==> config.mk <==
export PLATFORM = sky130hd
export DESIGN_NAME = rhce_ram
export DESIGN_NICKNAME = d
export VERILOG_FILES = /design/src/design/rhce_ram.sv
export SDC_FILE = /design/constraint.sdc
export NUM_CORES = 2
export LEC_CHECK = 0
export BUFFER_PORTS_ARGS = -buffer_cell sky130_fd_sc_hd__buf_4
export CORE_AREA = 8 8 353 355
export DETAILED_ROUTE_END_ITERATION = 6
export DIE_AREA = 0 0 361 363
export HOLD_SLACK_MARGIN = 0.03
export MAX_ROUTING_LAYER = met4
export PLACE_DENSITY = 0.85
export SLEW_MARGIN = 25
export SYNTH_ARGS = -nofsm -noshare
export SYNTH_HDL_FRONTEND = slang
export SYNTH_SLANG_ARGS = --single-unit
export TNS_END_PERCENT = 10
==> constraint.sdc <==
create_clock -name clk_i -period 8.48 [get_ports clk_i]
set_input_delay 1.272 -clock clk_i [delete_from_list [all_inputs] [get_ports clk_i]]
set_output_delay 1.272 -clock clk_i [all_outputs]
set_load 0.05 [all_outputs]
==> src/design/rhce_ram.sv <==
// Generic single-write, single-read RAM with registered read data.
module rhce_ram #(
  parameter int WIDTH = 32,
  parameter int DEPTH = 64
) (
  input  logic                     clk_i,
  input  logic                     we_i,
  input  logic [$clog2(DEPTH)-1:0] waddr_i,
  input  logic [WIDTH-1:0]         wdata_i,
  input  logic                     re_i,
  input  logic [$clog2(DEPTH)-1:0] raddr_i,
  output logic [WIDTH-1:0]         rdata_o
);

  logic [WIDTH-1:0] mem_q [DEPTH];
  logic [WIDTH-1:0] rdata_q;

  // write port
  always_ff @(posedge clk_i) begin
    if (we_i) begin
      mem_q[waddr_i] <= wdata_i;
    end
  end

  // registered read port
  always_ff @(posedge clk_i) begin
    if (re_i) begin
      rdata_q <= mem_q[raddr_i];
    end
  end

  assign rdata_o = rdata_q;

endmodule

==> impl_metrics.tcl <==
set metrics [dict create \
    syn_nets 3371 \
    leakage_uw 0.0272 \
    drt.antenna.violating_nets 0 \
    postSynthAreaPerCell_um2 23.7 \
    drc 0 \
    worstSkewPairLatency_ns 0.80 \
    crit_required_ns 8.99 \
    root_buffer "clkbuf_16" \
    synthTopCellsByArea "edfxtp_1, mux4_2, mux2i_1, o22ai_1, nor2_1" \
    post-synth-top-area-fraction_pct 79.2 \
    nFillCells 5655 \
    drv_slew 0 \
    place_ws_ns 3.35 \
    portBuffers 78 \
    htree_levels 4 \
    timing.final.crit_period_ns 4.37 \
    area_growth_pct 11.4 \
    detail_route.vias_per_cell 7.87 \
    cts_made_buffers 194 \
    synth_compound_area_share_pct 1.67 \
    synth_top_flop_cell "edfxtp_1" \
    slew_headroom_pct 24.9 \
    grt_max_degree 109 \
    max_clock_freq_mhz 229 \
    ys_seq_area_share_pct 79.2 \
    cts_tree "done" \
    pwr-share-clk_pct 40.4 \
    place_congestion 0.813 \
    dp_hpwl_um 115000 \
    status "completed" \
    synthAdderAreaFrac_pct 0 \
    die_w_um 361 \
    holdCritPathClass "reg -> reg" \
    post_cts_buffers 0 \
    criticalPathCategory "in -> reg" \
    synth-seq-cells 2080 \
    final_util_pct 73.8 \
    clock_path_buffers 3 \
    synth_top_area_cell "edfxtp_1" \
    cts_resized 0 \
    hold_violations 0 \
    async_flop_share_pct 0 \
    fin_nets 3558 \
    wl_um 236000 \
    worstMarginPinSlew_ns 1.13 \
    io_pins 79 \
    tns_ns 0 \
    fin_crit_sh_pct 51.5 \
    die_area_um2 131000 \
    core_area_um2 119000 \
    switching_share_pct 22.2 \
    reg2reg_slack_ns 5.75 \
    grt_overflow 0 \
    power.density_nw_per_um2 240 \
    clock-sinks 2080 \
    maxCapViolCount 0 \
    antenna_found_initial 11 \
    p_sw_uw 4690 \
    yosys.area_share.simple_pct 1.26 \
    synth_top_family_by_area "multiplexers" \
    grt_pass1_wl_um 325000 \
    synth_edf_count 2080 \
    start_util_pct 66.2 \
    drive_gt1_share_pct 28.5 \
    synth_area_um2 78800 \
    synthDistinctLibCells 33 \
    seqPwrFrac_pct 54.3 \
    synthCells 3324 \
    p_int_uw 16400 \
    p_comb_share_pct 5.4 \
    grt_pass1_vias 41700 \
    worst_slack_ns 4.11 \
    rows 127 \
    ir_drop_uv 238 \
    critPathArrivalTime_ns 4.88 \
    grt_usage_pct 37.0 \
    synthMuxAreaShare_pct 16.7 \
    start_kind "input pin" \
    worstPathMaxFanout 76 \
    path_clk_slew_ns 0.06 \
    die_y_um 363 \
    finalSetupViolations 0 \
    rsz0062_at_grt "no" \
    drt-initial-drc-count 8184 \
    yosysWarnings 0 \
    first_pass_iters 6 \
    avgRoutedWirePerCell_um 45.1 \
    cts_hold_buf 0 \
    synth_xor_area_share_pct 0 \
    dr_total_vias 41100 \
    end_kind "flop" \
    clock_skew_ns 0.0268 \
]
[layout make-up]
cell class                 instances  area [µm²]  share of cell area (%)
timing repair buffer             173        1420                    1.61
tap                             1548        1940                    2.21
antenna                           12        30.0                  0.0342
clock buffer                     253        5140                    5.85
clock inverter                   101         856                   0.975
multi-input combinational       1062       16000                    18.2
sequential                      2080       62500                    71.1
[state kept, by name, indices dropped and copies added (netlist names)]
| signal | count |
|---|---|
| mem_q | 2048 |
| rdata_o | 32 |
[power groups by stage]
stage	combinational, µW	clock, µW	sequential, µW
3_5_place_dp	1070	0	11700
4_1_cts	1110	8510	11500
3_3_place_gp	1020	0	11700
6_report	1130	8520	11500
2_1_floorplan	554	0	11700
5_1_grt	1150	8880	11500
[logic make-up (layout without fill, tap and decap cells)]
family	Yosys count	count (layout)
AND/OR/NAND/NOR	223	223
AO/OA/AOI/OAI	202	202
flip-flops	2080	2080
multiplexers	637	637
other	0	12
buffers and inverters	182	527
[worst max-delay path, stage by stage]
cell and delay (ns):
buf_8 0.29, buf_16 0.40, buf_12 0.45, mux4_2 0.63, mux4_2 0.57, o22ai_1 0.83
nor2_1 0.12
[cell usage after synthesis (7+ instances only)]
| cell type | count |
|---|---|
| mux2i_1 | 93 |
| clkbuf_1 | 74 |
| nor3_1 | 7 |
| nand2_1 | 26 |
| buf_2 | 57 |
| buf_1 | 21 |
| edfxtp_1 | 2080 |
| a22oi_1 | 12 |
| buf_4 | 25 |
| nor2b_1 | 15 |
| nor2_1 | 137 |
| mux4_2 | 544 |
| nand2b_1 | 8 |
| o221ai_1 | 27 |
| a21oi_1 | 62 |
| o22ai_1 | 84 |
| a311oi_1 | 8 |
[per-layer routing]
| metal | GRT usage [%] | routed length, µm | up-vias |
|---|---|---|---|
| li1 | - | - | 14700 |
| met1 | 44.6 | 69200 | 20700 |
| met2 | 56.5 | 111000 | 4582 |
| met3 | 9.55 | 35400 | 1154 |
| met4 | 24.0 | 20100 | 0 |
| met5 | - | 0 | - |
[final timing paths]
check / end / cells after the start / from
max reg2reg: rdata_o[10]$_DFFE_PP_ / 4 / mem_q[0][10]$_DFFE_PP_
max: rdata_o[10]$_DFFE_PP_ / 7 / raddr_i[0]
min reg2reg: rdata_o[8]$_DFFE_PP_ / 4 / mem_q[28][8]$_DFFE_PP_
min: rdata_o[8]$_DFFE_PP_ / 4 / mem_q[28][8]$_DFFE_PP_
[cell usage in the layout (no fill, tap or decap), types with 4 or more instances in the layout]
| master | synthesis | layout |
|---|---|---|
| buf_12 | 0 | 6 |
| mux4_2 | 544 | 544 |
| o32ai_1 | 4 | 4 |
| and3_1 | 4 | 4 |
| nor2b_1 | 15 | 14 |
| diode_2 | 0 | 12 |
| a22oi_1 | 12 | 12 |
| mux2i_1 | 93 | 93 |
| nand3b_1 | 5 | 5 |
| nor2_1 | 137 | 75 |
| clkinvlp_4 | 0 | 4 |
| nand2b_1 | 8 | 7 |
| edfxtp_1 | 2080 | 2080 |
| clkbuf_16 | 0 | 197 |
| clkbuf_1 | 74 | 56 |
| buf_4 | 25 | 163 |
| clkinv_2 | 0 | 26 |
| clkinv_1 | 0 | 45 |
| nand2_1 | 26 | 25 |
| o221ai_1 | 27 | 27 |
| nor2_4 | 0 | 62 |
| inv_6 | 0 | 9 |
| o22ai_1 | 84 | 83 |
| nor3_1 | 7 | 5 |
| a41o_1 | 4 | 4 |
| bufinv_16 | 0 | 12 |
| nand3_1 | 5 | 5 |
| a311oi_1 | 8 | 8 |
| a21oi_1 | 62 | 62 |
[stage by stage]
stage	total power, µW	std cells	cell area (µm²)	hold slack (ns)
floorplan	12200	3324	78800	0.750
global placement	12700	4862	81800	0.809
detailed placement	12700	4862	81800	0.827
CTS	21100	5216	87800	0.851
global route	21500	5225	87800	0.887
finish	21100	5229	87800	0.865
(Power assumes the default switching activity.)
