**src/design/rhce_pkg.sv**
```systemverilog
// Shared types, constants and helper functions for the ROM header checksum engine.
package rhce_pkg;

  localparam int WORD_W      = 32;
  localparam int TAP_WORDS   = 64;
  localparam int IDX_W       = $clog2(TAP_WORDS);
  localparam int VAR_W       = 3;
  localparam int IN_TDATA_W  = ((WORD_W + IDX_W + 7) / 8) * 8;
  localparam int OUT_TDATA_W = 2 * WORD_W;

  // Item kinds carried in tuser
  localparam logic OP_LOAD = 1'b0;
  localparam logic OP_DATA = 1'b1;

  // Variant codes
  localparam logic [VAR_W-1:0] VAR_6102 = 3'd0;
  localparam logic [VAR_W-1:0] VAR_6103 = 3'd1;
  localparam logic [VAR_W-1:0] VAR_6105 = 3'd2;
  localparam logic [VAR_W-1:0] VAR_6106 = 3'd3;
  localparam logic [VAR_W-1:0] VAR_DISK = 3'd4;
  localparam logic [VAR_W-1:0] VAR_8303 = 3'd5;
  localparam logic [VAR_W-1:0] VAR_8401 = 3'd6;
  localparam logic [VAR_W-1:0] VAR_5101 = 3'd7;

  // Data word held in the input register
  typedef struct packed {
    logic              first;
    logic              last;
    logic [WORD_W-1:0] word;
    logic [WORD_W-1:0] rotated;
  } item_t;

  // Accumulator set; the tap sum is kept as tap + pend to split the add chain
  typedef struct packed {
    logic [WORD_W-1:0] sum;
    logic [WORD_W-1:0] carry;
    logic [WORD_W-1:0] xsum;
    logic [WORD_W-1:0] rot;
    logic [WORD_W-1:0] mix;
    logic [WORD_W-1:0] tap;
    logic [WORD_W-1:0] pend;
  } acc_t;

  // Seed per variant
  function automatic logic [WORD_W-1:0] seed_of(input logic [VAR_W-1:0] v);
    logic [WORD_W-1:0] s;
    case (v)
      VAR_6102: s = 32'hF8CA4DDC;
      VAR_6103: s = 32'hA3886759;
      VAR_6105: s = 32'hDF26F436;
      VAR_6106: s = 32'h1FEA617A;
      VAR_DISK: s = 32'h861AE3A7;
      VAR_8303: s = 32'h8331D4CA;
      VAR_8401: s = 32'h0D8303E2;
      default:  s = 32'h95104FDD;
    endcase
    return s;
  endfunction

  // Rotate left by the low five bits of the word itself; zero leaves it unchanged
  function automatic logic [WORD_W-1:0] rot_self(input logic [WORD_W-1:0] w);
    logic [2*WORD_W-1:0] dbl;
    dbl = {w, w} << w[4:0];
    return dbl[2*WORD_W-1:WORD_W];
  endfunction

endpackage

```
**src/design/rhce_combine.sv**
```systemverilog
// Final combine pipeline: capture, multiply/fold, combine into the output register.
module rhce_combine (
  input  logic                              clk_i,
  input  logic                              rst_ni,
  input  logic                              in_valid_i,
  output logic                              in_ready_o,
  input  rhce_pkg::acc_t                    acc_i,
  input  logic [rhce_pkg::VAR_W-1:0]        variant_i,
  output logic                              m_axis_tvalid,
  input  logic                              m_axis_tready,
  output logic [rhce_pkg::OUT_TDATA_W-1:0]  m_axis_tdata  // checksum_one, checksum_two
);
  import rhce_pkg::*;

  logic              c1_valid_q, c2_valid_q, out_valid_q;
  acc_t              c1_acc_q;
  logic [VAR_W-1:0]  c1_var_q, c2_var_q;
  logic [WORD_W-1:0] prod1_q, prod2_q, tapf_q, x1_q, x2_q, xsum_q;
  logic [WORD_W-1:0] chk1_d, chk2_d, chk1_q, chk2_q;
  logic              out_free, c2_move, c2_free, c1_move, c1_free;

  // stage advance
  assign out_free   = !out_valid_q || m_axis_tready;
  assign c2_move    = c2_valid_q && out_free;
  assign c2_free    = !c2_valid_q || c2_move;
  assign c1_move    = c1_valid_q && c2_free;
  assign c1_free    = !c1_valid_q || c1_move;
  assign in_ready_o = c1_free;

  // valid bits
  always_ff @(posedge clk_i or negedge rst_ni) begin
    if (!rst_ni) begin
      c1_valid_q  <= 1'b0;
      c2_valid_q  <= 1'b0;
      out_valid_q <= 1'b0;
    end else begin
      if (in_valid_i) begin
        c1_valid_q <= 1'b1;
      end else if (c1_move) begin
        c1_valid_q <= 1'b0;
      end
      if (c1_move) begin
        c2_valid_q <= 1'b1;
      end else if (c2_move) begin
        c2_valid_q <= 1'b0;
      end
      if (c2_move) begin
        out_valid_q <= 1'b1;
      end else if (m_axis_tready) begin
        out_valid_q <= 1'b0;
      end
    end
  end

  // capture final accumulators
  always_ff @(posedge clk_i) begin
    if (in_valid_i) begin
      c1_acc_q <= acc_i;
      c1_var_q <= variant_i;
    end
  end

  // products, tap fold and xor terms
  always_ff @(posedge clk_i) begin
    if (c1_move) begin
      prod1_q  <= c1_acc_q.sum * c1_acc_q.carry;
      prod2_q  <= c1_acc_q.rot * c1_acc_q.mix;
      tapf_q   <= c1_acc_q.tap + c1_acc_q.pend;
      x1_q     <= c1_acc_q.sum ^ c1_acc_q.carry;
      x2_q     <= c1_acc_q.rot ^ c1_acc_q.mix;
      xsum_q   <= c1_acc_q.xsum;
      c2_var_q <= c1_var_q;
    end
  end

  // final combine per variant
  always_comb begin
    case (c2_var_q) inside
      VAR_6103, VAR_5101: begin
        chk1_d = x1_q + xsum_q;
        chk2_d = x2_q + tapf_q;
      end
      VAR_6106: begin
        chk1_d = prod1_q + xsum_q;
        chk2_d = prod2_q + tapf_q;
      end
      default: begin
        chk1_d = x1_q ^ xsum_q;
        chk2_d = x2_q ^ tapf_q;
      end
    endcase
  end

  always_ff @(posedge clk_i) begin
    if (c2_move) begin
      chk1_q <= chk1_d;
      chk2_q <= chk2_d;
    end
  end

  assign m_axis_tvalid = out_valid_q;
  assign m_axis_tdata  = {chk2_q, chk1_q};

  // checks
  a_c1_fill: assert property (@(posedge clk_i) disable iff (!rst_ni)
    in_valid_i |=> c1_valid_q)
    else $error("combine capture lost an item");
  a_c2_hold: assert property (@(posedge clk_i) disable iff (!rst_ni)
    (c2_valid_q && !out_free) |=> c2_valid_q)
    else $error("stalled combine stage dropped its item");

endmodule

```
**config.mk**
```make
export PLATFORM = sky130hd
export DESIGN_NAME = rhce_combine
export DESIGN_NICKNAME = d
export VERILOG_FILES = /design/src/design/rhce_pkg.sv /design/src/design/rhce_combine.sv
export SDC_FILE = /design/constraint.sdc
export NUM_CORES = 2
export LEC_CHECK = 0
export BUFFER_PORTS_ARGS = -buffer_cell sky130_fd_sc_hd__buf_2
export CORE_MARGIN = 2
export CORE_UTILIZATION = 40
export DETAILED_ROUTE_END_ITERATION = 6
export GPL_TIMING_DRIVEN = 0
export SYNTH_ARGS = -nofsm -noshare
export SYNTH_HDL_FRONTEND = slang
export SYNTH_SLANG_ARGS = --single-unit
```
**constraint.sdc**
```tcl
create_clock -name clk_i -period 10.4 [get_ports clk_i]
set_input_delay 2.6 -clock clk_i [delete_from_list [all_inputs] [get_ports clk_i]]
set_output_delay 2.6 -clock clk_i [all_outputs]
set_load 0.05 [all_outputs]
```
==> results.json <==
{
  "finalHoldViolations": 0,
  "root_buffer": "clkbuf_16",
  "worstSetupPathType": "flip-flop to flip-flop",
  "synth_area_um2": 55400,
  "via_count": 40951,
  "place_ws_ps": 1340,
  "synth_async_sr_flop_share_pct": 0.613,
  "grt_max_degree": 111,
  "fillerInstances": 13235,
  "post_route_cells_drive_above_1_share_pct": 7.31,
  "ctsLongestPathBuffers": 3,
  "dieArea_um2": 142000,
  "yosys_warnings": 0,
  "cp.arrival_ps": 9570,
  "setup_viol": 0,
  "clk_latency_ps": 680,
  "slowest_stage": "clkbuf_1",
  "status": "complete, no violations",
  "via_per_inst": 5.43,
  "drt-met1-wl_um": 88100,
  "cp.required_ps": 10800,
  "critical_path.cell_chain": "clkbuf_1 -> clkbuf_1 -> and2_1 -> fa_1 -> fa_1 -> fa_1 -> inv_1 -> fa_1 -> inv_1 -> fa_1 -> ha_1 -> fa_1 -> fa_1 -> ha_1 -> a21boi_1 -> nor3b_1 -> nand4_1 -> nand2_1 -> or4_1 -> a31o_1 -> a21oi_1 -> o21ai_1 -> xnor2_1",
  "ant_nets": 0,
  "die_x_um": 376,
  "cp_max_fo": 11,
  "synth_flop_cell": "edfxtp_1",
  "crit_top_cell": "fa_1",
  "nets": 7183,
  "drc_errors": 0,
  "cpLargestDelayFamily": "adder cells",
  "dp_hpwl_um": 161000,
  "setup_slack_ps": 1230,
  "core_um2": 137000,
  "cts_setup_buffers": 0,
  "period_needed_ps": 9170,
  "worst-path-buf-inv": 4,
  "rows": 136,
  "max_cap_viol_count": 0,
  "hold_path_class": "flip-flop to flip-flop",
  "final_cell_mix": "862 x inv_1, 821 x fa_1, 591 x nand2_1",
  "worst_slew_pin_slew_ps": 1340,
  "htree_levels": 2,
  "path_clk_slew_ps": 60,
  "synth.avg_cell_area_um2": 10.4,
  "wirelength_um": 195000,
  "dr.max_layer_used": "met5",
  "cts_inserted_buffers": 56,
  "post_cts_resized": 0,
  "syn_inst": 5339,
  "setup_tns_ps": 0,
  "start_util_pct": 40.3,
  "slew-limit-headroom_pct": 10.4,
  "wl_met2_um": 83600,
  "die_h_um": 376,
  "ioPinCount": 297,
  "clock-skew-final_ps": 33.0,
  "end_kind": "flip-flop",
  "critPathLaunchType": "flip-flop",
  "dr.pass1.iters": 5,
  "period_share_pct": 88.1,
  "cts_tree": "done",
  "synth_seq_cells": 489,
  "synth_edf_count": 486,
  "grt_pass1_vias": 42035,
  "ctsHoldBuffers": 0,
  "cts.sinks": 489,
  "grtUsageTotal_pct": 28.0,
  "postLayoutCoreUtil_pct": 44.5,
  "area_growth_pct": 10.4,
  "drt_iter0_markers": 4123,
  "port_buffers": 296,
  "critPathMaxStageDelay_ps": 980,
  "syn-num-nets": 6824,
  "ys_types": 87,
  "wl_per_cell_um": 25.9,
  "holdWs_ps": 417,
  "dr_wl_met3_um": 17300,
  "routabilityCongestion": 0.991,
  "antenna_found_initial": 15,
  "grt_pass1_wl_um": 286000,
  "yosysSeqAreaShare_pct": 26.5,
  "grt-ovfl-total": 0,
  "slew_viol_final": 0,
  "max_freq_mhz": 109,
  "layout_commonest_cell": "inv_1",
  "rsz0062_at_grt": "no"
}
## sequential cells by signal, summed over array words and instances, names as in the netlist
| name | flops |
|---|---|
| prod1_q | 32 |
| prod2_q | 32 |
| c1_acc_q | 224 |
| chk2_q | 32 |
| c1_valid_q | 1 |
| c2_var_q | 3 |
| c2_valid_q | 1 |
| tapf_q | 32 |
| x2_q | 32 |
| chk1_q | 32 |
| m_axis_tvalid | 1 |
| x1_q | 32 |
| c1_var_q | 3 |
| xsum_q | 32 |
## worst register-to-register path: stages, from the launching register on
cell and delay (ps):
edfxtp_1 420, clkbuf_1 980, clkbuf_1 860, and2_1 300, fa_1 470, fa_1 420, fa_1 500, inv_1 60
fa_1 480, inv_1 60, fa_1 460, ha_1 310, fa_1 520, fa_1 420, ha_1 340, a21boi_1 410
nor3b_1 680, nand4_1 150, nand2_1 330, or4_1 210, a31o_1 180, a21oi_1 100, o21ai_1 180, xnor2_1 80
## synth_stat cells (5+ instances only)
cell type    n  area (um^2)
a22o_1       5         43.8
o21ai_1     35          175
o211ai_1    22          165
and2_1     581         3630
a22oi_1      8         60.1
a21o_1      55          413
edfxtp_1   486        14600
a21oi_1    198          991
a31oi_1     35          219
nor2b_1     19          119
inv_1      862         3240
o32ai_1      7         61.3
nand2_1    591         2220
and3_1      15         93.8
nand2b_1    40          250
o21a_1      37          278
nand3_1     49          245
o31a_1      10         87.6
xnor2_1    198         1730
or3_1       10         62.6
a21boi_0     6         45.0
a21oi_2      5         43.8
clkbuf_1   206          773
o2111ai_1    6         52.6
ha_1       433         5420
o22ai_1     18          113
a2111oi_0    7         61.3
o41ai_1      6         52.6
nor2_1     142          533
a211oi_1    18          135
o31ai_1     12         90.1
o21bai_1    47          353
or2_2        6         37.5
nand4_1     12         75.1
nor3_1      39          195
o21ai_0     97          485
xor2_1      94          823
fa_1       821        16400
## metal layers
layer | vias to the layer above | global-route usage (%)
li1 | 17909 | -
met2 | 1762 | 41.4
met4 | 4 | 8.51
met1 | 21009 | 41.7
met3 | 267 | 4.89
met5 | - | 0
## cell type report
| class | count | area, um^2 | share of cell area [%] |
|---|---|---|---|
| Tap cell | 1794 | 2240 | 3.67 |
| Multi-Input combinational cell | 3777 | 36700 | 60.0 |
| Clock buffer | 66 | 1480 | 2.42 |
| Inverter | 863 | 3240 | 5.30 |
| Sequential cell | 489 | 14700 | 24.0 |
| Buffer | 210 | 793 | 1.30 |
| Clock inverter | 39 | 377 | 0.616 |
| Antenna cell | 4 | 10.0 | 0.0164 |
| Timing Repair Buffer | 301 | 1630 | 2.66 |
## through the flow
step | instance area, um^2 | instances
floorplan | 55400 | 5339
global placement | 59100 | 7429
detailed placement | 59300 | 7434
CTS | 61200 | 7539
global route | 61200 | 7539
finish | 61200 | 7543
## kinds of logic (layout without fill, tap and decap cells)
family                     after synthesis  in the layout  synth area share [%]
AOI/OAI and AO/OA                      698            698                  8.30
xor gates and xnor gates               292            292                  4.62
adders and majority gates             1255           1255                  39.5
buffers and inverters                 1073           1479                  7.28
DFF                                    489            489                  26.5
muxes                                    2              2                0.0384
other                                    0              4                     0
and+or+nand+nor                       1530           1530                  13.8
## worst paths after layout
kind                       slack [ps]  depth (start not counted)          start          end
max reg2reg                      1230                         23  c1_acc_q[195]  prod1_q[31]
min                               420                          0  c1_acc_q[148]   xsum_q[20]
min in group asynchronous        1730                          1         rst_ni   c1_valid_q
max in group asynchronous        8570                          1         rst_ni   c2_valid_q
max                              1230                         23  c1_acc_q[195]  prod1_q[31]
min reg2reg                       420                          0  c1_acc_q[148]   xsum_q[20]
Power is not shown: default switching activity piles up to over one toggle a cycle in this logic, so the estimate is an artifact.
