File: src/design/rhce_pkg.sv
// Shared types, constants and helper functions for the ROM header checksum engine.
package rhce_pkg;

  localparam int WORD_W      = 32;
  localparam int TAP_WORDS   = 64;
  localparam int IDX_W       = $clog2(TAP_WORDS);
  localparam int VAR_W       = 3;
  localparam int IN_TDATA_W  = ((WORD_W + IDX_W + 7) / 8) * 8;
  localparam int OUT_TDATA_W = 2 * WORD_W;

  // Item kinds carried in tuser
  localparam logic OP_LOAD = 1'b0;
  localparam logic OP_DATA = 1'b1;

  // Variant codes
  localparam logic [VAR_W-1:0] VAR_6102 = 3'd0;
  localparam logic [VAR_W-1:0] VAR_6103 = 3'd1;
  localparam logic [VAR_W-1:0] VAR_6105 = 3'd2;
  localparam logic [VAR_W-1:0] VAR_6106 = 3'd3;
  localparam logic [VAR_W-1:0] VAR_DISK = 3'd4;
  localparam logic [VAR_W-1:0] VAR_8303 = 3'd5;
  localparam logic [VAR_W-1:0] VAR_8401 = 3'd6;
  localparam logic [VAR_W-1:0] VAR_5101 = 3'd7;

  // Data word held in the input register
  typedef struct packed {
    logic              first;
    logic              last;
    logic [WORD_W-1:0] word;
    logic [WORD_W-1:0] rotated;
  } item_t;

  // Accumulator set; the tap sum is kept as tap + pend to split the add chain
  typedef struct packed {
    logic [WORD_W-1:0] sum;
    logic [WORD_W-1:0] carry;
    logic [WORD_W-1:0] xsum;
    logic [WORD_W-1:0] rot;
    logic [WORD_W-1:0] mix;
    logic [WORD_W-1:0] tap;
    logic [WORD_W-1:0] pend;
  } acc_t;

  // Seed per variant
  function automatic logic [WORD_W-1:0] seed_of(input logic [VAR_W-1:0] v);
    logic [WORD_W-1:0] s;
    case (v)
      VAR_6102: s = 32'hF8CA4DDC;
      VAR_6103: s = 32'hA3886759;
      VAR_6105: s = 32'hDF26F436;
      VAR_6106: s = 32'h1FEA617A;
      VAR_DISK: s = 32'h861AE3A7;
      VAR_8303: s = 32'h8331D4CA;
      VAR_8401: s = 32'h0D8303E2;
      default:  s = 32'h95104FDD;
    endcase
    return s;
  endfunction

  // Rotate left by the low five bits of the word itself; zero leaves it unchanged
  function automatic logic [WORD_W-1:0] rot_self(input logic [WORD_W-1:0] w);
    logic [2*WORD_W-1:0] dbl;
    dbl = {w, w} << w[4:0];
    return dbl[2*WORD_W-1:WORD_W];
  endfunction

endpackage

File: src/design/rhce_accum.sv
// Running accumulators: one data word updates all six sums per cycle while en_i is high.
module rhce_accum (
  input  logic                           clk_i,
  input  logic                           en_i,
  input  rhce_pkg::item_t                item_i,
  input  logic [rhce_pkg::VAR_W-1:0]     variant_i,
  input  logic [rhce_pkg::WORD_W-1:0]    tap_rd_i,
  output rhce_pkg::acc_t                 acc_d_o
);
  import rhce_pkg::*;

  acc_t              acc_q;
  acc_t              acc_d;
  logic [WORD_W-1:0] seed;
  logic [WORD_W-1:0] sum_b, carry_b, xsum_b, rot_b, mix_b, tap_b;
  logic [WORD_W:0]   sum_wide;
  logic [WORD_W-1:0] w;

  assign w    = item_i.word;
  assign seed = seed_of(variant_i);

  // pick the seed on the first word of a run, else the running values
  always_comb begin
    if (item_i.first) begin
      sum_b   = seed;
      carry_b = seed;
      xsum_b  = seed;
      rot_b   = seed;
      mix_b   = seed;
      tap_b   = seed;
    end else begin
      sum_b   = acc_q.sum;
      carry_b = acc_q.carry;
      xsum_b  = acc_q.xsum;
      rot_b   = acc_q.rot;
      mix_b   = acc_q.mix;
      tap_b   = acc_q.tap + acc_q.pend;
    end
  end

  // per-word update
  always_comb begin
    sum_wide   = {1'b0, sum_b} + {1'b0, w};
    acc_d.sum  = sum_wide[WORD_W-1:0];
    acc_d.xsum = xsum_b ^ w;
    acc_d.rot  = rot_b + item_i.rotated;
    acc_d.tap  = tap_b;

    // carry rule on overflow of the plain sum
    if (!sum_wide[WORD_W]) begin
      acc_d.carry = carry_b;
    end else if (variant_i == VAR_DISK || variant_i == VAR_8303) begin
      acc_d.carry = carry_b ^ xsum_b;
    end else begin
      acc_d.carry = carry_b + 32'd1;
    end

    // mix rule
    if (mix_b < w) begin
      acc_d.mix = acc_d.sum ^ w ^ mix_b;
    end else if (variant_i == VAR_8303) begin
      acc_d.mix = mix_b + item_i.rotated;
    end else begin
      acc_d.mix = mix_b ^ item_i.rotated;
    end

    // tap term, folded into the tap sum on the next word or at the combine
    if (variant_i == VAR_6105) begin
      acc_d.pend = w ^ tap_rd_i;
    end else begin
      acc_d.pend = w ^ acc_d.rot;
    end
  end

  always_ff @(posedge clk_i) begin
    if (en_i) begin
      acc_q <= acc_d;
    end
  end

  assign acc_d_o = acc_d;

endmodule

File: config.mk
export PLATFORM = sky130hd
export DESIGN_NAME = rhce_accum
export DESIGN_NICKNAME = d
export VERILOG_FILES = /design/src/design/rhce_pkg.sv /design/src/design/rhce_accum.sv
export SDC_FILE = /design/constraint.sdc
export NUM_CORES = 1
export LEC_CHECK = 0
export BUFFER_PORTS_ARGS = -buffer_cell sky130_fd_sc_hd__buf_4
export CAP_MARGIN = 20
export CORE_MARGIN = 8
export CORE_UTILIZATION = 45
export CTS_CLUSTER_DIAMETER = 120
export DETAILED_ROUTE_END_ITERATION = 10
export GPL_TIMING_DRIVEN = 0
export PLACE_DENSITY_LB_ADDON = 0.08
export REMOVE_ABC_BUFFERS = 1
export SLEW_MARGIN = 25
export SYNTH_ARGS = -nofsm -noshare
export SYNTH_HDL_FRONTEND = slang
export SYNTH_SLANG_ARGS = --single-unit
File: constraint.sdc
create_clock -name clk_i -period 8.6 [get_ports clk_i]
set_input_delay 1.72 -clock clk_i [delete_from_list [all_inputs] [get_ports clk_i]]
set_output_delay 1.72 -clock clk_i [all_outputs]
set_load 0.01 [all_outputs]
==> results.cfg, run 1 <==
[floorplan]
pin_count = 327
rows = 75
die_y_um = 222
dieArea_um2 = 49500
dieWidth_um = 222
fp.coreArea_um2 = 42000
initial_core_util = 0.456

[route]
drt_pass1_iterations = 7
vias_per_cell = 5.99
drcViolationCount = 0
drtIter0Drc = 1783
routed_wl_mm = 71.4
drtAntennaViolNets = 0
via_count = 17700
avgRoutedWirePerCell_um = 24.2

[clock_network]
cts_tree = done
cts_made_buffers = 29
cts-htree-levels = 1
ctsHoldBuffers = 0
clock_latency_ns = 0.57
clkTransAtPathRegs_ns = 0.06
clock_tree.root_cell = clkbuf_16
clk_path_buf_depth = 3
cts.sinks = 224

[synth]
synth-seq-cells = 224
yosysWarnings = 0
synthArstFlopShare = 0
synth-edff-count = 224
ys_seq_area_frac = 0.351
synth_area_per_cell_um2 = 9.09
synthCells = 2110
synthesis.area_um2 = 19200
ys_types = 84
ys_dominant_reg_cell = edfxtp_1

[worst_setup_path]
required_ns = 6.88
r2r_start = acc_q[96]
critPathCapture = acc_d_o[28]
crit_start = item_i[65]
ff2ff_path_depth = 15
crit_slowest_cell = or4b_1
critPathMaxFanout = 81
crit_cells = 19
critPathCaptureType = output pin
crit_path_start_kind = primary input
critPathArrivalTime_ns = 6.70
critical_path.top_delay_family = compound AO/OA/AOI/OAI gates
crit_buf_inv = 5
critPathMaxStageDelay_ns = 0.48
path_cells = buf_16, inv_6, buf_12, a211oi_4, nor2_1, ha_1, inv_1, fa_1, nor2b_1, o31ai_4, a21boi_2, o2111ai_2, nand4_1, a31oi_2, o21bai_1, or4b_1, nand3_1, xnor2_1, buf_4
r2r-end = acc_q[30]
critical_path_class = in2out
rrSetupSlack_ns = 4.45

[global_routing]
grt_pass1_wl_mm = 106
overflow = 0
grt_pass1_vias = 17200
grt_max_degree = 105
antenna_found_initial = 0
grtUsageTotal = 0.273

[sta]
fin_ws_ns = 0.181
fmax_ghz = 0.119
period_share = 0.979
hold-worst-slack_ns = 0.730
period_needed_ns = 8.42
maxSlewViolCount = 0
setup_viol = 0
tightest_slew_ns = 0.841
slew-limit-headroom = 0.434
finalHoldViolations = 0
skew_ns = 0.00974
final.setup.tns_ns = 0

[power_and_ir_drop]
seq_power_share = 0.259
finalPower_mw = 6.34
power_frac_comb = 0.552
switching_share = 0.412
p_clk_frac = 0.189
peakVddDrop_mv = 0.203
internal_power_mw = 3.73
power.leakage_nw = 9.93
power_switching_mw = 2.61
p_per_area_nw_per_um2 = 272

[layout]
area_delta_synth_final_pct = 21.8
fill_cells = 3938
largest_register_ffs = 224
multiInputGateArea_um2 = 11900
regMostFlops = acc_q
antennaDiodeCount = 0
largestRegisters = acc_q (224)
regArea_um2 = 6730
nets = 2663
layout-drive-gt1-share = 0.178

[placement]
dpl.hpwl_mm = 54.6
routabilityCongestion = 0.946
dp_slack_ns = -1.00
portBuffers = 325

[outcome]
status = completed

[run]
maxCapViolCount = 0

[hold_path]
timing.hold.worst.class = reg2reg
-- cell type report --
cell class,instances,share of cell area
clock buffer,35,0.0320
clock inverter,15,0.00616
inverter,123,0.0200
multi-input combinational,1685,0.510
sequential,224,0.288
tap,539,0.0289
timing repair buffer,336,0.115
-- cells in the final DEF, fill, tap and decap left out, types with 29 or more instances in the layout --
cell type	n
xnor2_1	198
nor2b_1	32
nand2_1	119
xor2_1	55
inv_1	121
a21o_1	91
a21oi_1	177
buf_4	325
nor2_1	186
nand3_1	35
o21ai_0	157
clkbuf_16	29
mux2i_1	40
edfxtp_1	224
o21ai_1	33
ha_1	157
o21a_1	47
-- stage by stage --
stage / instance area, µm² / util / std cells
2_1_floorplan: 18900 / - / 2031
3_3_place_gp: 22000 / 0.523 / 2895
3_5_place_dp: 22200 / 0.528 / 2903
4_1_cts: 23200 / 0.552 / 2953
5_1_grt: 23300 / 0.555 / 2957
6_report: 23300 / 0.555 / 2957
-- cells by family (layout without fill, tap and decap cells) --
group	after synthesis	after routing	share of synthesized area
adders and majority gates	161	161	0.107
buffers and inverters	202	509	0.0407
xor gates and xnor gates	258	258	0.120
DFF	224	224	0.351
AOI/OAI and AO/OA	696	696	0.230
muxes	41	41	0.0215
and+or+nand+nor	528	529	0.131
-- synth_stat cells, types with 47 or more instances --
master,count,area (µm²)
nor2_1,188,706
edfxtp_1,224,6730
xnor2_1,200,1750
xor2_1,55,482
clkbuf_1,59,221
ha_1,157,1960
a21o_1,91,683
a21oi_1,179,896
o21a_1,47,353
o21ai_0,159,796
nand2_1,122,458
inv_1,122,458
-- repair_timing --
item | CTS | global route
pin swaps | 0 | 4
resized for setup | 26 | 15
setup endpoints to repair | 70 | 40
gates cloned | 0 | 1
buffers inserted | 0 | 3
-- power by group through the flow --
| stage | Combinational (mW) | Clock (mW) | Sequential (mW) |
|---|---|---|---|
| floorplan | 2.04 | 0 | 1.64 |
| global placement | 3.36 | 0 | 1.66 |
| detailed placement | 3.42 | 0 | 1.67 |
| CTS | 3.46 | 1.22 | 1.64 |
| global route | 3.78 | 1.25 | 1.66 |
| finish | 3.50 | 1.20 | 1.64 |
-- layer usage --
layer  up-vias  part of all wire  GRT usage
met5         -                 0          0
met4         0             0.038     0.0992
met3       116             0.077     0.0483
met2       753              0.44      0.427
met1      8504              0.44      0.377
li1       8326                 -          -
-- worst min path at each step --
stage / startpoint / slack, ns / depth (start not counted) / end
5_1_grt: acc_q[187] / 0.77 / 2 / acc_q[187]
2_1_floorplan: acc_q[187] / 0.73 / 2 / acc_q[187]
6_report: acc_q[139] / 0.73 / 2 / acc_q[139]
3_3_place_gp: acc_q[191] / 0.69 / 2 / acc_q[191]
4_1_cts: acc_q[139] / 0.72 / 2 / acc_q[139]
3_5_place_dp: acc_q[191] / 0.70 / 2 / acc_q[191]
-- worst register-to-register path, stage by stage, from the launching register on --
cell	delay, ns
edfxtp_1	0.33
nor2_1	0.04
nor2_1	0.10
ha_1	0.24
inv_1	0.08
fa_1	0.44
nor2b_1	0.29
o31ai_4	0.13
a21boi_2	0.38
o2111ai_2	0.31
nand4_1	0.33
nand3_1	0.21
a21boi_0	0.38
nor3_1	0.11
o31ai_1	0.36
xnor2_1	0.16
(Power assumes the default switching activity.)
==> run 2, diff against run 1 <==
--- a/config.mk
+++ b/config.mk
@@ -9,6 +9,7 @@
 export CAP_MARGIN = 20
 export CORE_MARGIN = 8
 export CORE_UTILIZATION = 45
+export CTS_BUF_LIST = sky130_fd_sc_hd__clkbuf_8
 export CTS_CLUSTER_DIAMETER = 120
 export DETAILED_ROUTE_END_ITERATION = 10
 export GPL_TIMING_DRIVEN = 0
@@ -18,3 +19,4 @@
 export SYNTH_ARGS = -nofsm -noshare
 export SYNTH_HDL_FRONTEND = slang
 export SYNTH_SLANG_ARGS = --single-unit
+export TNS_END_PERCENT = 20
==> constraint.sdc (replaced) <==
create_clock -name clk_i -period 7.8 [get_ports clk_i]
set_input_delay 1.56 -clock clk_i [delete_from_list [all_inputs] [get_ports clk_i]]
set_output_delay 1.56 -clock clk_i [all_outputs]
set_load 0.01 [all_outputs]
==> run 2 against run 1 <==
Against the previous run:
- wire length increased by 1.4%
- utilization rose by 0.27 points
- via count rose by 1.5%
- sequential power increased by 10%
- global-route usage increased by 0.62 points
- clock power fell by 7%
- sequential share of layout area decreased by 0.14 points
- non-clock buffer count up 16
- cell area is 0.49% higher
- combinational power rose by 11%
- die area is the same
- power up 7.4%
==> results.cfg, run 2 (synthesized netlist as in run 1, its figures left out) <==
[worst_setup_path]
crit_buf_inv = 4
crit_path_start_kind = primary input
rrSetupSlack_ns = 3.71
required_ns = 6.24
critical_path.top_delay_family = compound AO/OA/AOI/OAI gates
critPathMaxFanout = 41
r2r_start = acc_q[72]
critPathMaxStageDelay_ns = 0.43
critical_path_class = in2out
r2r-end = acc_q[94]
critPathArrivalTime_ns = 6.21
crit_slowest_cell = fa_1
ff2ff_path_depth = 13
critPathCaptureType = output pin
path_cells = buf_16, inv_8, buf_12, a211oi_4, nor2_1, ha_1, fa_1, a211oi_1, nor2_1, a21oi_2, a211oi_2, o211ai_1, a31oi_1, a41o_1, o211ai_1, a211oi_1, a211o_1, buf_4

[placement]
portBuffers = 325
dpl.hpwl_mm = 54.6
routabilityCongestion = 0.946
placed_area_um2 = 22200

[route]
drtAntennaViolNets = 0
via_count = 18000
avgRoutedWirePerCell_um = 24.1
routed_wl_mm = 72.4
drtIter0Drc = 1704
drt_pass1_iterations = 6
drcViolationCount = 0
vias_per_cell = 5.98

[clock_network]
clk_path_buf_depth = 3
cts.sinks = 224
cts_made_buffers = 45
cts_tree = done
ctsHoldBuffers = 0
clock_latency_ns = 0.62
clkTransAtPathRegs_ns = 0.06
clock_tree.root_cell = clkbuf_8
cts-htree-levels = 2

[hold_path]
min_from = acc_q[139]
hold_depth = 2
hold_end = acc_q[139]
timing.hold.worst.class = reg2reg

[power_and_ir_drop]
finalPower_mw = 6.81
seq_power_share = 0.266
p_clk_frac = 0.165
internal_power_mw = 3.90
power_switching_mw = 2.90
power.leakage_nw = 10.1
switching_share = 0.427
power_frac_comb = 0.569
peakVddDrop_mv = 0.176
p_per_area_nw_per_um2 = 290

[sta]
maxSlewViolCount = 0
slew-limit-headroom = 0.430
rsz0062_at_grt = true
setup_viol = 0
finalHoldViolations = 0
fmax_ghz = 0.129
period_share = 0.996
skew_ns = 0.0393
period_needed_ns = 7.77
tightest_slew_ns = 0.847
final.setup.tns_ns = 0

[floorplan]
dieWidth_um = 222
pin_count = 327
die_y_um = 222
fp.coreArea_um2 = 42000
dieArea_um2 = 49500
rows = 75
initial_core_util = 0.456

[global_routing]
grt_max_degree = 105
overflow = 0
antenna_found_initial = 0
grt_pass1_vias = 17500
grt_pass1_wl_mm = 107
grtUsageTotal = 0.280

[layout]
design_area_um2 = 23500
fill_cells = 3949
largestRegisters = acc_q (224)
final_common_cell = buf_4
regMostFlops = acc_q
final_cell_mix = 340 x buf_4, 224 x edfxtp_1, 197 x xnor2_1
area_delta_synth_final_pct = 22.3
nets = 2695
largest_register_ffs = 224
layout-drive-gt1-share = 0.191

[outcome]
status = completed

[run]
maxCapViolCount = 0
## run 2: cell count changes in the layout (fill, tap and decap cells not counted), sizes merged
cell,change
bufinv,-3
buf,+15
inv,+16
clkbuf,+12
bufbuf,+1
clkinv,+2
diode,+1
## run 2: metrics by stage
stage	setup slack, ns	hold slack, ns	util	std cells
after floorplan	-0.295	0.728	-	2031
after global placement	-6.31	0.693	0.523	2895
after detailed placement	-1.48	0.704	0.528	2903
after CTS	-0.0282	0.718	0.554	2992
after global routing	-0.0844	0.765	0.558	3000
final	0.0345	0.727	0.558	3001
## run 2: layout make-up
type / count / area, µm² / share of cell area
Multi-Input combinational cell: 1685 / 12000 / 0.511
Sequential cell: 224 / 6730 / 0.287
Timing Repair Buffer: 352 / 2830 / 0.121
Tap cell: 539 / 674 / 0.0287
Clock buffer: 47 / 647 / 0.0276
Inverter: 123 / 472 / 0.0201
Clock inverter: 30 / 120 / 0.00512
Antenna cell: 1 / 2.50 / 0.000107
## run 2: worst max path at each step
stage	startpoint	end	slack, ns	depth (start not counted)
floorplan	variant_i[2]	acc_d_o[94]	-0.29	14
global placement	item_i[65]	acc_d_o[84]	-6.31	16
detailed placement	variant_i[2]	acc_d_o[84]	-1.48	18
CTS	variant_i[1]	acc_d_o[84]	-0.03	18
global route	item_i[65]	acc_d_o[127]	-0.08	18
finish	item_i[65]	acc_d_o[94]	0.03	18
## run 2: tightest hold or removal path, delay by kind of cell, from the launching register on
family | cells | cell delay [ns]
flops | 1 | 0.35
xor+xnor | 1 | 0.17
compound gates | 1 | 0.10
## run 2: timing repair
item,in CTS,in global routing
setup buffers,10,8
setup endpoints to repair,94,34
gates cloned,2,0
pin swaps,5,8
gates resized for setup,44,19
## run 2: layer usage
metal  GRT usage  wire length (µm)  up-vias
li1            -                 -     8391
met3      0.0535              5710      139
met4       0.111              2860        0
met2       0.432             32000      816
met5           0                 0        -
met1       0.382             31900     8612
## run 2: power by group through the flow
stage / clock network (mW) / registers [mW] / logic, mW
after floorplan: 0 / 1.80 / 2.25
after global placement: 0 / 1.83 / 3.70
after detailed placement: 0 / 1.84 / 3.77
after CTS: 1.15 / 1.81 / 3.83
after global routing: 1.19 / 1.83 / 4.18
final: 1.12 / 1.81 / 3.87
==> run 3, diff against run 2 <==
--- a/config.mk
+++ b/config.mk
@@ -13,6 +13,7 @@
 export CTS_CLUSTER_DIAMETER = 120
 export DETAILED_ROUTE_END_ITERATION = 10
 export GPL_TIMING_DRIVEN = 0
+export MAX_ROUTING_LAYER = met4
 export PLACE_DENSITY_LB_ADDON = 0.08
 export REMOVE_ABC_BUFFERS = 1
 export SLEW_MARGIN = 25
==> run 3 against run 2 <==
Against the previous run:
- wire length increased by 3.4%
- maximum frequency decreased by 0.10%
- combinational power increased by 2%
- flip-flop and latch count unchanged
- critical endpoint is now acc_d_o[84]
- highest routed layer unchanged
==> results.cfg, run 3 (synthesized netlist as in run 1, its figures left out) <==
[power_and_ir_drop]
p_per_area_nw_per_um2 = 294
peakVddDrop_mv = 0.213
power.leakage_nw = 10.2

[layout]
largestRegisters = acc_q (224)
nets = 2703
postLayoutCoreUtil = 0.567
fill_cells = 3853
area_delta_synth_final_pct = 24.4
regArea_um2 = 6730
layout-drive-gt1-share = 0.199
regMostFlops = acc_q
final_common_cell = buf_4
stdcell_count = 3011
multiInputGateArea_um2 = 12100
largest_register_ffs = 224
final_cell_mix = 342 x buf_4, 224 x edfxtp_1, 195 x xnor2_1

[clock_network]
clock_tree.root_cell = clkbuf_8
clkTransAtPathRegs_ns = 0.06
ctsHoldBuffers = 0
cts_made_buffers = 44
clock_latency_ns = 0.64
cts.sinks = 224
cts_tree = done
cts-htree-levels = 2
clk_path_buf_depth = 3

[sta]
rsz0062_at_grt = true
skew_ns = 0.0320
fmax_ghz = 0.129
period_share = 0.997
setup_viol = 0
slew-limit-headroom = 0.413
maxSlewViolCount = 0
tightest_slew_ns = 0.872
period_needed_ns = 7.77
fin_ws_ns = 0.0263
finalHoldViolations = 0

[run]
maxCapViolCount = 0

[worst_setup_path]
crit_buf_inv = 5
required_ns = 6.24
crit_path_start_kind = primary input
r2r-end = acc_q[127]
crit_slowest_cell = or3_1
critical_path_class = in2out
critPathCapture = acc_d_o[84]
path_cells = buf_6, nor2b_4, buf_4, and2_4, o21ai_4, o21ai_0, ha_1, nand4_1, nor2_4, inv_1, or3_1, a221oi_4, o31ai_4, or3b_4, inv_2, a2111o_1, o221ai_1, buf_4
r2r_start = acc_q[97]
crit_cells = 18
cpMostUsedCell = buf_4
ff2ff_path_depth = 14
critPathArrivalTime_ns = 6.21
rrSetupSlack_ns = 3.67
crit_start = variant_i[2]
critPathMaxStageDelay_ns = 0.50
critPathMaxFanout = 37
critical_path.top_delay_family = simple AND/OR/NAND/NOR gates
critPathCaptureType = output pin

[global_routing]
grt_pass1_vias = 17400
grtUsageTotal = 0.298
antenna_found_initial = 0
grt_pass1_wl_mm = 111
overflow = 0
grt_max_degree = 87

[route]
drt_pass1_iterations = 7
drtAntennaViolNets = 0
drtIter0Drc = 1904
drcViolationCount = 0
via_count = 18100
routed_wl_mm = 74.9
avgRoutedWirePerCell_um = 24.9
vias_per_cell = 6.01

[floorplan]
dieArea_um2 = 49500
initial_core_util = 0.456
rows = 75
dieWidth_um = 222
fp.coreArea_um2 = 42000
die_y_um = 222
pin_count = 327

[hold_path]
timing.hold.worst.class = reg2reg

[placement]
dp_slack_ns = -1.69
portBuffers = 325
placed_cells = 2902
routabilityCongestion = 0.914
dpl.hpwl_mm = 54.9

[outcome]
status = completed
-- run 3: cell types whose count changed in the layout (fill, tap and decap cells not counted), moves of 3 or more --
cell,change
bufbuf_16,+4
bufinv_16,+4
o21ai_1,+3
o21ai_2,-3
-- run 3: final cells by class --
type | instances | area share
Multi-Input combinational cell | 1687 | 0.508
Sequential cell | 224 | 0.282
Timing Repair Buffer | 359 | 0.125
Tap cell | 539 | 0.0283
Clock buffer | 46 | 0.0266
Inverter | 123 | 0.0197
Clock inverter | 32 | 0.00986
Antenna cell | 1 | 0.000105
-- run 3: power breakdown --
| part | total (mW) | internal [mW] | switching, mW | leakage [nW] |
|---|---|---|---|---|
| Sequential | 1.81 | 1.72 | 0.0877 | 2.19 |
| Clock | 1.26 | 0.677 | 0.582 | 0.496 |
| Combinational | 3.95 | 1.67 | 2.28 | 7.55 |
| Total | 7.02 | 4.07 | 2.95 | 10.2 |
-- run 3: how the worst min path moves through the flow --
stage	from	to	slack (ns)	depth (start not counted)
after global routing	acc_q[192]	acc_q[192]	0.77	3
final	acc_q[191]	acc_q[191]	0.72	2
after floorplan	acc_q[187]	acc_q[187]	0.73	2
after CTS	acc_q[191]	acc_q[191]	0.72	2
after detailed placement	acc_q[191]	acc_q[191]	0.70	2
after global placement	acc_q[191]	acc_q[191]	0.69	2
-- run 3: repair_timing --
action,in CTS,in global routing
cloned,8,1
endpoints found under the setup margin,120,63
buffers inserted,13,8
endpoints found under the hold margin,0,0
gates resized for setup,61,20
pin swaps,9,8
-- run 3: through the flow --
stage / hold WS (ns) / total power [mW] / cell area, µm² / setup TNS (ns)
global route: 0.775 / 7.41 / 23800 / -0.0229
CTS: 0.718 / 6.99 / 23700 / 0
finish: 0.720 / 7.02 / 23800 / 0
global placement: 0.692 / 5.57 / 22000 / -995.68
floorplan: 0.728 / 4.06 / 18900 / -2.55
detailed placement: 0.698 / 5.61 / 22200 / -119.12
-- run 3: worst reg2reg max path: stages (launching register included) --
cell and delay, ns:
edfxtp_1 0.38, o21a_1 0.21, ha_1 0.31, a211oi_2 0.18
nor2_1 0.11, o41a_1 0.53, a211o_1 0.40, a21o_4 0.27
a311oi_4 0.30, buf_6 0.17, o311ai_1 0.17, a221o_1 0.38
a21oi_1 0.20, xor2_1 0.11, buf_4 0.16
-- run 3: routing by layer --
layer	GRT usage	share of wire
met1	0.410	0.45
met2	0.448	0.45
met3	0.0478	0.072
met4	0.0928	0.029
met5	-	0
